File: config.mk
export PLATFORM = sky130hd
export DESIGN_NAME = rpn_stack_calculator
export DESIGN_NICKNAME = d
export VERILOG_FILES = /design/src/rtl/rpn_pkg.sv /design/src/rtl/rpn_stack_calculator.sv /design/src/rtl/rpn_ram.sv
export SDC_FILE = /design/constraint.sdc
export NUM_CORES = 1
export LEC_CHECK = 0
export ABC_AREA = 1
export BUFFER_PORTS_ARGS = -buffer_cell sky130_fd_sc_hd__buf_2
export CORE_UTILIZATION = 56
export DETAILED_ROUTE_END_ITERATION = 8
export PLACE_DENSITY = 0.73
export SLEW_MARGIN = 30
export SYNTH_ARGS = -nofsm -noshare
export SYNTH_HDL_FRONTEND = slang
export SYNTH_SLANG_ARGS = --single-unit
File: constraint.sdc
create_clock -name clk_i -period 13 [get_ports clk_i]
set_input_delay 2.6 -clock clk_i [delete_from_list [all_inputs] [get_ports clk_i]]
set_output_delay 2.6 -clock clk_i [all_outputs]
set_load 0.01 [all_outputs]
File: src/rtl/rpn_pkg.sv
package rpn_pkg;

  localparam int unsigned StackDepth = 16;
  localparam int unsigned DataW      = 32;
  localparam int unsigned CmdW       = 3;
  localparam int unsigned StatusW    = 2;
  localparam int unsigned DepthNowW  = 5;
  localparam int unsigned AddrW      = $clog2(StackDepth);
  localparam int unsigned CountW     = $clog2(StackDepth + 1);
  localparam int unsigned IterW      = $clog2(DataW);

  localparam logic [CmdW-1:0] CMD_PUSH = 3'd0;
  localparam logic [CmdW-1:0] CMD_ADD  = 3'd1;
  localparam logic [CmdW-1:0] CMD_SUB  = 3'd2;
  localparam logic [CmdW-1:0] CMD_MUL  = 3'd3;
  localparam logic [CmdW-1:0] CMD_DIV  = 3'd4;

  localparam logic [StatusW-1:0] ST_OK    = 2'd0;
  localparam logic [StatusW-1:0] ST_UNDER = 2'd1;
  localparam logic [StatusW-1:0] ST_FULL  = 2'd2;
  localparam logic [StatusW-1:0] ST_DIVZ  = 2'd3;

  typedef struct packed {
    logic [CmdW-1:0]         cmd;
    logic signed [DataW-1:0] operand;
  } req_t;

  typedef struct packed {
    logic signed [DataW-1:0] value;
    logic [StatusW-1:0]      status;
    logic [DepthNowW-1:0]    depth_now;
  } rsp_t;

endpackage

File: src/rtl/rpn_stack_calculator.sv
// Four-function RPN integer calculator on a 16-entry operand stack held in a
// small RAM. Every request returns exactly one response (value, status, depth).
// One request is worked on at a time; in_stall_o is high until the response
// has been loaded into the output register. Push, refused requests, underflow
// and unknown commands go straight to the output state; the arithmetic ops read
// both operands first, and a divide by zero ends once they are read. Multiply and divide
// iterate one bit per cycle on a single shared 33-bit adder/subtractor. The RAM
// has one registered read port, so the two operands are fetched on successive
// cycles. The output register lets a new request be accepted while the
// previous response is still stalled.
module rpn_stack_calculator (
  input  logic          clk_i,
  input  logic          rst_ni,
  input  logic          in_valid_i,
  output logic          in_stall_o,
  input  rpn_pkg::req_t in_req_i,
  output logic          out_valid_o,
  input  logic          out_stall_i,
  output rpn_pkg::rsp_t out_rsp_o
);

  localparam logic [3:0] S_IDLE  = 4'd0;
  localparam logic [3:0] S_RD_R  = 4'd1;
  localparam logic [3:0] S_RD_L  = 4'd2;
  localparam logic [3:0] S_LATCH = 4'd3;
  localparam logic [3:0] S_ADD   = 4'd4;
  localparam logic [3:0] S_MUL   = 4'd5;
  localparam logic [3:0] S_ABS_L = 4'd6;
  localparam logic [3:0] S_ABS_R = 4'd7;
  localparam logic [3:0] S_DIV   = 4'd8;
  localparam logic [3:0] S_DFIX  = 4'd9;
  localparam logic [3:0] S_WB    = 4'd10;
  localparam logic [3:0] S_OUT   = 4'd11;

  localparam int unsigned W  = rpn_pkg::DataW;
  localparam int unsigned CW = rpn_pkg::CountW;
  localparam int unsigned AW = rpn_pkg::AddrW;

  logic [3:0]                    state_q, state_d;
  logic [CW-1:0]                 count_q, count_d;
  logic [rpn_pkg::CmdW-1:0]      cmd_q, cmd_d;
  logic [W-1:0]                  lhs_q, lhs_d;
  logic [W-1:0]                  rhs_q, rhs_d;
  logic [W-1:0]                  acc_q, acc_d;
  logic [W-1:0]                  res_q, res_d;
  logic [rpn_pkg::StatusW-1:0]   stat_q, stat_d;
  logic [rpn_pkg::IterW-1:0]     iter_q, iter_d;
  logic                          neg_q, neg_d;
  logic                          out_valid_q, out_valid_d;
  rpn_pkg::rsp_t                 out_q, out_d;

  // shared adder/subtractor
  logic [W:0] add_a, add_b, add_sum;
  logic       add_sub;
  assign add_sum = add_a + (add_b ^ {(W+1){add_sub}}) + (W+1)'(add_sub);

  // stack RAM
  logic          ram_we;
  logic [AW-1:0] ram_waddr, ram_raddr;
  logic [W-1:0]  ram_wdata, ram_rdata;

  rpn_ram #(
    .WIDTH(W),
    .DEPTH(rpn_pkg::StackDepth)
  ) u_stack (
    .clk_i  (clk_i),
    .we_i   (ram_we),
    .waddr_i(ram_waddr),
    .wdata_i(ram_wdata),
    .raddr_i(ram_raddr),
    .rdata_o(ram_rdata)
  );

  logic [AW-1:0] top_addr, next_addr;
  logic [W-1:0]  div_shift;
  logic          out_free;

  assign top_addr   = AW'(count_q - CW'(1));
  assign next_addr  = AW'(count_q - CW'(2));
  assign div_shift  = {acc_q[W-2:0], lhs_q[W-1]};
  assign out_free   = !out_valid_q || !out_stall_i;
  assign in_stall_o = (state_q != S_IDLE);

  always_comb begin
    state_d     = state_q;
    count_d     = count_q;
    cmd_d       = cmd_q;
    lhs_d       = lhs_q;
    rhs_d       = rhs_q;
    acc_d       = acc_q;
    res_d       = res_q;
    stat_d      = stat_q;
    iter_d      = iter_q;
    neg_d       = neg_q;
    out_d       = out_q;
    out_valid_d = out_valid_q && out_stall_i;
    add_a       = {1'b0, lhs_q};
    add_b       = {1'b0, rhs_q};
    add_sub     = 1'b0;
    ram_we      = 1'b0;
    ram_waddr   = next_addr;
    ram_wdata   = res_q;
    ram_raddr   = (state_q == S_RD_R) ? top_addr : next_addr;

    case (state_q)
      S_IDLE: begin
        if (in_valid_i) begin
          cmd_d  = in_req_i.cmd;
          res_d  = '0;
          stat_d = rpn_pkg::ST_OK;
          state_d = S_OUT;
          if (in_req_i.cmd == rpn_pkg::CMD_PUSH) begin
            if (count_q >= CW'(rpn_pkg::StackDepth)) begin
              stat_d = rpn_pkg::ST_FULL;
            end else begin
              ram_we    = 1'b1;
              ram_waddr = AW'(count_q);
              ram_wdata = in_req_i.operand;
              count_d   = count_q + CW'(1);
              res_d     = in_req_i.operand;
            end
          end else if (in_req_i.cmd == rpn_pkg::CMD_ADD || in_req_i.cmd == rpn_pkg::CMD_SUB ||
                       in_req_i.cmd == rpn_pkg::CMD_MUL || in_req_i.cmd == rpn_pkg::CMD_DIV) begin
            if (count_q < CW'(2)) begin
              stat_d = rpn_pkg::ST_UNDER;
            end else begin
              state_d = S_RD_R;
            end
          end
        end
      end
      S_RD_R: begin
        state_d = S_RD_L;
      end
      S_RD_L: begin
        rhs_d   = ram_rdata;
        state_d = S_LATCH;
      end
      S_LATCH: begin
        lhs_d  = ram_rdata;
        iter_d = '0;
        res_d  = '0;
        case (cmd_q)
          rpn_pkg::CMD_MUL: state_d = S_MUL;
          rpn_pkg::CMD_DIV: begin
            if (rhs_q == '0) begin
              stat_d  = rpn_pkg::ST_DIVZ;
              state_d = S_OUT;
            end else begin
              neg_d   = ram_rdata[W-1] ^ rhs_q[W-1];
              state_d = S_ABS_L;
            end
          end
          default: state_d = S_ADD;
        endcase
      end
      S_ADD: begin
        add_sub = (cmd_q == rpn_pkg::CMD_SUB);
        res_d   = add_sum[W-1:0];
        state_d = S_WB;
      end
      S_MUL: begin
        // shift-add: res accumulates, lhs is the shifted multiplicand
        add_a = {1'b0, res_q};
        add_b = {1'b0, lhs_q};
        if (rhs_q[0]) begin
          res_d = add_sum[W-1:0];
        end
        lhs_d  = {lhs_q[W-2:0], 1'b0};
        rhs_d  = {1'b0, rhs_q[W-1:1]};
        iter_d = iter_q + 1'b1;
        if (iter_q == '1) begin
          state_d = S_WB;
        end
      end
      S_ABS_L: begin
        add_a   = '0;
        add_b   = {1'b0, lhs_q};
        add_sub = 1'b1;
        if (lhs_q[W-1]) begin
          lhs_d = add_sum[W-1:0];
        end
        state_d = S_ABS_R;
      end
      S_ABS_R: begin
        add_a   = '0;
        add_b   = {1'b0, rhs_q};
        add_sub = 1'b1;
        if (rhs_q[W-1]) begin
          rhs_d = add_sum[W-1:0];
        end
        acc_d   = '0;
        state_d = S_DIV;
      end
      S_DIV: begin
        // restoring step: acc is the remainder, lhs shifts dividend out, quotient in
        add_a   = {1'b0, div_shift};
        add_b   = {1'b0, rhs_q};
        add_sub = 1'b1;
        if (!add_sum[W]) begin
          acc_d = add_sum[W-1:0];
          lhs_d = {lhs_q[W-2:0], 1'b1};
        end else begin
          acc_d = div_shift;
          lhs_d = {lhs_q[W-2:0], 1'b0};
        end
        iter_d = iter_q + 1'b1;
        if (iter_q == '1) begin
          state_d = S_DFIX;
        end
      end
      S_DFIX: begin
        add_a   = '0;
        add_b   = {1'b0, lhs_q};
        add_sub = neg_q;
        res_d   = add_sum[W-1:0];
        state_d = S_WB;
      end
      S_WB: begin
        ram_we  = 1'b1;
        count_d = count_q - CW'(1);
        stat_d  = rpn_pkg::ST_OK;
        state_d = S_OUT;
      end
      S_OUT: begin
        if (out_free) begin
          out_d.value     = res_q;
          out_d.status    = stat_q;
          out_d.depth_now = rpn_pkg::DepthNowW'(count_q);
          out_valid_d     = 1'b1;
          state_d         = S_IDLE;
        end
      end
      default: state_d = S_IDLE;
    endcase
  end

  always_ff @(posedge clk_i or negedge rst_ni) begin
    if (!rst_ni) begin
      state_q     <= S_IDLE;
      count_q     <= '0;
      out_valid_q <= 1'b0;
    end else begin
      state_q     <= state_d;
      count_q     <= count_d;
      out_valid_q <= out_valid_d;
    end
  end

  always_ff @(posedge clk_i) begin
    cmd_q  <= cmd_d;
    lhs_q  <= lhs_d;
    rhs_q  <= rhs_d;
    acc_q  <= acc_d;
    res_q  <= res_d;
    stat_q <= stat_d;
    iter_q <= iter_d;
    neg_q  <= neg_d;
    out_q  <= out_d;
  end

  assign out_valid_o = out_valid_q;
  assign out_rsp_o   = out_q;

endmodule

File: src/rtl/rpn_ram.sv
module rpn_ram #(
  parameter int unsigned WIDTH = 32,
  parameter int unsigned DEPTH = 16
) (
  input  logic                     clk_i,
  input  logic                     we_i,
  input  logic [$clog2(DEPTH)-1:0] waddr_i,
  input  logic [WIDTH-1:0]         wdata_i,
  input  logic [$clog2(DEPTH)-1:0] raddr_i,
  output logic [WIDTH-1:0]         rdata_o
);

  logic [WIDTH-1:0] mem_q [DEPTH];

  always_ff @(posedge clk_i) begin
    if (we_i) begin
      mem_q[waddr_i] <= wdata_i;
    end
    rdata_o <= mem_q[raddr_i];
  end

endmodule

==> reports/results.md, run 1 <==
| Item | Reported |
|---|---|
| Result of the run | finished clean |
| Number of different library cells in the post-synthesis netlist | 50 |
| Crit Path Category | register to register |
| Via count of the first global-routing pass | 22925 |
| Final Hold Violating Endpoints | 0 |
| Maximum number of pins on one net before global-route repair | 147 |
| Wire length of the first global-routing pass | 136 mm |
| Setup skew after layout | 26.9 ps |
| Initial antenna violation count | 1 |
| Average detailed-routed wire length per instance | 24.1 um |
| Share of the yosys chip area belonging to registers | 66.8% |
| CTS sink cnt | 731 |
| Number of routed nets with antenna violations | 0 |
| Total global routing overflow | 0 |
| Count of flip-flops with a built-in enable after synthesis | 689 |
| Number of nets in the synthesized netlist | 2940 |
| Number of placement rows | 87 |
| Top delay family on crit path | simple AND/OR/NAND/NOR gates |
| Setup TNS | 0 ps |
| CTS Hold Buffers Added | 0 |
| Warnings, synthesis | 0 |
| Total Wirelength | 90.2 mm |
| R2R cell count | 26 |
| Vias after detailed routing | 23772 |
| Capturing element of the worst setup path | acc_q[6] |
| Number of CTS-inserted buffers | 75 |
| Reg-to-reg setup timing slack | 6830 ps |
| Top area cells in the synthesized netlist | sky130_fd_sc_hd__edfxtp_1, sky130_fd_sc_hd__o21ai_0, sky130_fd_sc_hd__nand2_1, sky130_fd_sc_hd__nor2_1, sky130_fd_sc_hd__o221ai_1 |
| Slowest cell on crit path | sky130_fd_sc_hd__nand2_2 |
| Height of the die | 242 um |
| First-iteration detailed-routing DRC count | 3223 |
| Number of max-capacitance violations reported | 0 |
| Count of state elements after synthesis | 731 |
| Post-Synthesis Cell Area | 0.0323 mm^2 |
| Number of inserted filler cells in the final layout | 4190 |
| Final core occ | 64.3% |
| Stages on worst setup path | 26 |
| Clk buf depth | 3 |
| Required @ worst endpoint | 13430 ps |
| Launching element of the worst setup path | state_q[3] |
| Hold Crit Class | register to register |
| Cell taking the most area after synthesis | sky130_fd_sc_hd__edfxtp_1 |
| Share of layout cells above drive strength 1 | 11.1% |
| Most used DFF post-synth | sky130_fd_sc_hd__edfxtp_1 |
| Area growth from synthesis to layout | 12.8% |
| Clock latency reported for the late side of the worst-skew pair | 620 ps |
| Total global routing track utilization | 30.3% |
| Minimum clock period after layout | 6170 ps |
| Startpoint kind of the worst setup timing path | register |
| Total I/O pin count | 80 |
| # port buffers | 79 |
| Final routed DRC violation total | 0 |
| Worst path bufs/invs | 6 |
| Detailed-routing iteration count for the pre-antenna-repair pass | 8 |
| Share of synthesized flip-flops with an asynchronous set or reset | 1.37% |
| Number of resized instances in the post-cts repair step | 0 |
| Post-route clock period utilization | 47.4% |
| Max-slew headroom | 32.8% |
| Slowest stage delay, CP | 690 ps |
| Final setup violation count | 0 |
| Slew Viols, Final | 0 |
| Number of H-tree levels | 3 |
| Core area | 0.0567 mm^2 |
| Post-detail-place hpwl | 58.8 mm |
| Arrival time reported for the critical path endpoint | 6600 ps |
| Gate count after technology mapping | 2862 |
| Critical register-to-register path endpoint | acc_q[6] |
| Number of nets in the layout | 3007 |
| Unrepaired setup endpoints after global routing | no |
| Clock tree from TritonCTS | yes |
| Crit-path max FO | 42 |
| Highest achievable clock rate | 162 MHz |
| Routed via count divided by cell count | 6.35 |
| Final weighted congestion in routability-driven placement | 0.983 |
| Per-instance average area after synthesis | 11.3 um^2 |
| Crit end category | register |
| Worst reg2reg path startpoint | state_q[3] |
| N_diodes | 0 |
| Share of the synthesized area in the top cell type | 64.1% |
| Transition time of the tightest slew-check pin | 1010 ps |
| Total Die Area | 0.0586 mm^2 |
| Post-CTS repair timing setup buffer count | 0 |
| Clock tree root buffer cell | sky130_fd_sc_hd__clkbuf_16 |
| Initial cell density of the core | 57.0% |
| Horizontal die dimension | 242 um |
| Clock slew seen by the registers of the worst setup and hold paths | 70 ps |
logic make-up (layout without fill, tap and decap cells):
family,count (synthesis),in the layout,share of synthesized area [%]
fa+ha+maj,39,39,1.53
simple gates,910,910,11.3
compound gates,772,772,14.5
buf+inv,348,474,4.11
xor+xnor,62,62,1.73
flops,731,731,66.8
worst min path at each step:
stage	from	endpoint	slack (ps)	depth (start not counted)
global route	stat_q[1]	out_rsp_o[6]	440	0
finish	stat_q[1]	out_rsp_o[6]	430	0
detailed placement	stat_q[1]	out_rsp_o[6]	410	0
floorplan	stat_q[0]	out_rsp_o[5]	400	0
global placement	stat_q[1]	out_rsp_o[6]	410	0
CTS	stat_q[1]	out_rsp_o[6]	430	0
cells in the final DEF (no fill, tap or decap), types with 5 or more instances in the layout:
cell,synthesis,routed
sky130_fd_sc_hd__clkinv_1,2,15
sky130_fd_sc_hd__clkbuf_1,141,17
sky130_fd_sc_hd__a22oi_1,19,19
sky130_fd_sc_hd__buf_2,15,79
sky130_fd_sc_hd__nand4_1,5,5
sky130_fd_sc_hd__o221ai_1,100,100
sky130_fd_sc_hd__a21oi_1,70,70
sky130_fd_sc_hd__nor4_1,9,9
sky130_fd_sc_hd__xor2_1,50,50
sky130_fd_sc_hd__nand2_2,10,10
sky130_fd_sc_hd__o211ai_1,68,68
sky130_fd_sc_hd__dfrtp_1,10,10
sky130_fd_sc_hd__clkbuf_16,0,76
sky130_fd_sc_hd__nor2_4,0,19
sky130_fd_sc_hd__inv_2,12,13
sky130_fd_sc_hd__a211oi_1,10,10
sky130_fd_sc_hd__inv_1,171,168
sky130_fd_sc_hd__clkinv_2,0,15
sky130_fd_sc_hd__dfxtp_1,32,32
sky130_fd_sc_hd__o21ai_1,19,16
sky130_fd_sc_hd__or2_2,6,6
sky130_fd_sc_hd__buf_16,0,13
sky130_fd_sc_hd__buf_4,1,55
sky130_fd_sc_hd__nand2_1,397,396
sky130_fd_sc_hd__nor3_1,11,11
sky130_fd_sc_hd__edfxtp_1,689,689
sky130_fd_sc_hd__xnor2_1,10,10
sky130_fd_sc_hd__a31oi_1,21,21
sky130_fd_sc_hd__o22ai_1,87,84
sky130_fd_sc_hd__ha_1,38,38
sky130_fd_sc_hd__nand3_1,75,75
sky130_fd_sc_hd__a21o_1,5,5
sky130_fd_sc_hd__o21ai_0,355,354
sky130_fd_sc_hd__nor2_1,382,362
sky130_fd_sc_hd__nor2_2,7,8
state kept, by name (all words and copies together), names as in the netlist:
signal	count
u_stack.mem_q	512
out_rsp_o	39
lhs_q	32
res_q	32
rhs_q	32
u_stack.rdata_o	32
acc_q	31
count_q	5
iter_q	5
state_q	4
cmd_q	3
stat_q	2
neg_q	1
out_valid_o	1
cell usage after synthesis (32+ instances only):
cell,instances
sky130_fd_sc_hd__a21oi_1,70
sky130_fd_sc_hd__clkbuf_1,141
sky130_fd_sc_hd__dfxtp_1,32
sky130_fd_sc_hd__edfxtp_1,689
sky130_fd_sc_hd__ha_1,38
sky130_fd_sc_hd__inv_1,171
sky130_fd_sc_hd__nand2_1,397
sky130_fd_sc_hd__nand3_1,75
sky130_fd_sc_hd__nor2_1,382
sky130_fd_sc_hd__o211ai_1,68
sky130_fd_sc_hd__o21ai_0,355
sky130_fd_sc_hd__o221ai_1,100
sky130_fd_sc_hd__o22ai_1,87
sky130_fd_sc_hd__xor2_1,50
layout make-up:
cell class / count / area, um^2 / share of cell area (%)
clock buffers: 96 / 2010 / 5.51
clock inverters: 40 / 347 / 0.951
inverters: 185 / 703 / 1.93
multi-input cells: 1783 / 9610 / 26.4
flip-flops and latches: 731 / 21600 / 59.2
well taps: 756 / 946 / 2.60
repair buffers: 153 / 1250 / 3.43
worst register-to-register path: cells and delay by family (launching register included):
| kind | cells | cell delay (ps) |
|---|---|---|
| compound gates | 5 | 990 |
| fa+ha+maj | 1 | 380 |
| buf+inv | 6 | 1240 |
| flops | 1 | 410 |
| simple gates | 14 | 2970 |
metrics by stage:
| step | setup WS [ps] | instance area [um^2] | hold slack (ps) | std cells |
|---|---|---|---|---|
| 2_1_floorplan | 7260 | 32300 | 400 | 2862 |
| 3_3_place_gp | 6570 | 33600 | 407 | 3591 |
| 3_5_place_dp | 6580 | 34100 | 412 | 3608 |
| 4_1_cts | 6960 | 36400 | 426 | 3744 |
| 5_1_grt | 6330 | 36400 | 437 | 3744 |
| 6_report | 6830 | 36400 | 426 | 3744 |
per-layer routing:
layer  vias up  GRT usage [%]  wire length, um
li1      10541              -                -
met1     11475           42.1            35400
met2      1541           47.1            41800
met3       213           6.43             9860
met4         2           11.8             3210
met5         -              0               13
Power of run 1 is left out: the tool's default activity adds up to more than one toggle a clock period on the data nets, which glitch-free logic cannot reach.
==> run 2: changes to the inputs <==
- ABC_AREA: 1 -> 0
- clock period: 13 -> 5.77 ns (I/O delays scaled with it)
==> run 2 against run 1 <==
Compared with the run above:
- the flow now finishes with violations (design-rule violations)
- area after synthesis is 0.53% lower
- core utilization is 0.30 points higher
- sequential share of layout area hardly changed
- non-clock buffer count is 2 lower
- final cell count is 21% lower
- critical path depth is 11 lower
- critical path type unchanged
- highest routed layer unchanged
==> reports/results.md, run 2 <==
| Item | Reported |
|---|---|
| Result of the run | finished, violations left |
| Failing checks | design-rule violations |
| Vias after detailed routing | 20166 |
| Post-Synthesis Cell Area | 0.0321 mm^2 |
| Total global routing overflow | 0 |
| Total Die Area | 0.0583 mm^2 |
| GR Layer Usage met1 | 44.3% |
| Required @ worst endpoint | 6110 ps |
| Highest achievable clock rate | 189 MHz |
| Total global routing track utilization | 31.1% |
| Post-route clock period utilization | 91.8% |
| Crit end category | register |
| Post-detail-place hpwl | 54.7 mm |
| Number of nets in the synthesized netlist | 2132 |
| Grt met3 use | 5.06% |
| Clock tree from TritonCTS | yes |
| Startpoint kind of the worst setup timing path | register |
| Crit-path max FO | 26 |
| Number of different library cells in the post-synthesis netlist | 76 |
| Detailed-routing iteration count for the pre-antenna-repair pass | 9 |
| Initial antenna violation count | 2 |
| Routed via count divided by cell count | 6.78 |
| Initial cell density of the core | 56.9% |
| Slowest stage delay, CP | 570 ps |
| Cell taking the most area after synthesis | sky130_fd_sc_hd__edfxtp_1 |
| Gate count after technology mapping | 2054 |
| Number of H-tree levels | 3 |
| Slew Viols, Final | 0 |
| Total I/O pin count | 80 |
| Count of state elements after synthesis | 731 |
| Share of synthesized flip-flops with an asynchronous set or reset | 1.37% |
| Clk buf depth | 3 |
| Maximum number of pins on one net before global-route repair | 108 |
| Number of nets in the layout | 2237 |
| Count of flip-flops with a built-in enable after synthesis | 689 |
| Core area | 0.0565 mm^2 |
| Flip-flop count of the largest register, all copies and words added | 512 |
| Per-instance average area after synthesis | 15.6 um^2 |
| Total Wirelength | 90.1 mm |
| Most numerous cell in the Yosys netlist | sky130_fd_sc_hd__edfxtp_1 |
| Share of layout cells above drive strength 1 | 21.3% |
| Final setup violation count | 0 |
| CTS sink cnt | 731 |
| First-iteration detailed-routing DRC count | 2950 |
| Wire length of the first global-routing pass | 133 mm |
| Horizontal die dimension | 242 um |
| Share of the yosys chip area belonging to registers | 67.2% |
| Area growth from synthesis to layout | 13.5% |
| Hold Crit Class | primary input to asynchronous set/reset pin |
| Post-route design area | 0.0365 mm^2 |
| Final weighted congestion in routability-driven placement | 0.964 |
| Worst path bufs/invs | 3 |
| Number of max-capacitance violations reported | 0 |
| Number of routed nets with antenna violations | 0 |
| Number of placement rows | 87 |
| Most frequent cells after synthesis | sky130_fd_sc_hd__edfxtp_1, sky130_fd_sc_hd__nand2_1, sky130_fd_sc_hd__mux4_2 |
| Setup skew after layout | 26.3 ps |
| Final core occ | 64.6% |
| Clock latency reported for the late side of the worst-skew pair | 620 ps |
| Arrival time reported for the critical path endpoint | 5630 ps |
| Area after DPL | 0.0339 mm^2 |
| Average detailed-routed wire length per instance | 30.3 um |
| Minimum clock period after layout | 5300 ps |
| Slowest cell on crit path | sky130_fd_sc_hd__dfrtp_1 |
| Worst path cell trace | nor2b_1, o21ai_0, nand2_2, buf_4, xnor2_1, ha_1, a21o_1, o21bai_1, nor3_1, inv_1, o211a_1, o31a_1, buf_4, o21ai_0, a21oi_1 |
| Final routed DRC violation total | 3 |
| Transition time of the tightest slew-check pin | 992 ps |
| Warnings, synthesis | 0 |
| Number of CTS-inserted buffers | 74 |
| Via count of the first global-routing pass | 20033 |
| Most frequent cells in the layout | sky130_fd_sc_hd__edfxtp_1, sky130_fd_sc_hd__nand2_1, sky130_fd_sc_hd__mux4_2 |
| Worst path setup slack after routing | 473 ps |
| Top area cells in the synthesized netlist | sky130_fd_sc_hd__edfxtp_1, sky130_fd_sc_hd__mux4_2, sky130_fd_sc_hd__nand2_1, sky130_fd_sc_hd__dfxtp_1, sky130_fd_sc_hd__ha_1 |
| # port buffers | 79 |
| Clock tree root buffer cell | sky130_fd_sc_hd__clkbuf_16 |
| GR peak layer | met2 |
| Max-slew headroom | 33.9% |
| Most used DFF post-synth | sky130_fd_sc_hd__edfxtp_1 |
| Share of the synthesized area in the top cell type | 64.4% |
| Crit Path Category | register to register |
| Met2 GRT Util | 48.6% |
| Final Hold Violating Endpoints | 0 |
| Setup TNS | 0 ps |
| Unrepaired setup endpoints after global routing | no |
| Most common cell after layout, fill and taps aside | sky130_fd_sc_hd__edfxtp_1 |
| Top delay family on crit path | compound AO/OA/AOI/OAI gates |
| Placement-stage worst setup slack | 447 ps |
| Height of the die | 242 um |
| Biggest register | u_stack.mem_q |
| Clock slew seen by the registers of the worst setup and hold paths | 60 ps |
==> run 2: cell count changes in the layout (fill, tap and decap cells not counted), sizes merged, moves of 83 or more <==
cell,change
o21ai,-289
nor2,-274
nand2,-225
mux4,+160
inv,-110
o221ai,-99
o22ai,-83
==> run 2: final cells by class <==
class,count,area (um^2)
Sequential cell,731,21600
Timing Repair Buffer,151,1070
Antenna cell,1,2.50
Tap cell,756,946
Clock inverter,33,502
Fill cell,3881,20000
Inverter,70,263
Multi-Input combinational cell,1131,10100
Clock buffer,103,2050
==> run 2: cell families (layout without fill, tap and decap cells) <==
family	Yosys count	count (layout)	share of synthesized area, %
AOI/OAI and AO/OA	386	386	8.59
DFF	731	731	67.2
xor gates and xnor gates	60	60	1.64
and+or+nand+nor	445	445	6.25
adders and majority gates	39	39	1.54
buffers and inverters	192	357	2.31
muxes	201	201	12.5
other	0	1	0
==> run 2: per-stage QoR <==
step / cells / hold slack [ps]
after floorplan: 2054 / 400
after CTS: 2972 / 399
after detailed placement: 2836 / 411
after global placement: 2834 / 404
final: 2976 / 421
after global routing: 2975 / 424
==> run 2: path summary, 6_finish.rpt <==
| kind | start | cells after the start | slack, ps | to |
|---|---|---|---|---|
| max | state_q[2] | 15 | 470 | acc_q[19] |
| min | rst_ni | 1 | 420 | state_q[3] |
| max reg2reg | state_q[2] | 15 | 470 | acc_q[19] |
| min reg2reg | stat_q[1] | 0 | 420 | out_rsp_o[6] |
| max in group asynchronous | rst_ni | 1 | 5130 | count_q[0] |
| min in group clk_i | stat_q[1] | 0 | 420 | out_rsp_o[6] |
==> run 2: worst reg2reg max path: cells and delay by family, from the launching register on <==
family / cells / cell delay [ps]
fa+ha+maj: 1 / 430
simple gates: 3 / 1430
xor+xnor: 1 / 120
buf+inv: 3 / 710
compound gates: 7 / 1760
flops: 1 / 570
==> run 2: what timing repair did <==
item / in CTS / in global routing
endpoints found under the setup margin: 0 / 3
buffers inserted: 0 / 2
gates resized for setup: 0 / 0
hold buffers: 0 / 0
==> run 2: metal layers <==
layer,wire [um],share of wire [%]
met1,35000,39
met5,13,0.014
met4,3070,3.4
met2,43100,48
met3,8870,9.9
Power of run 2 is left out for the same reason.
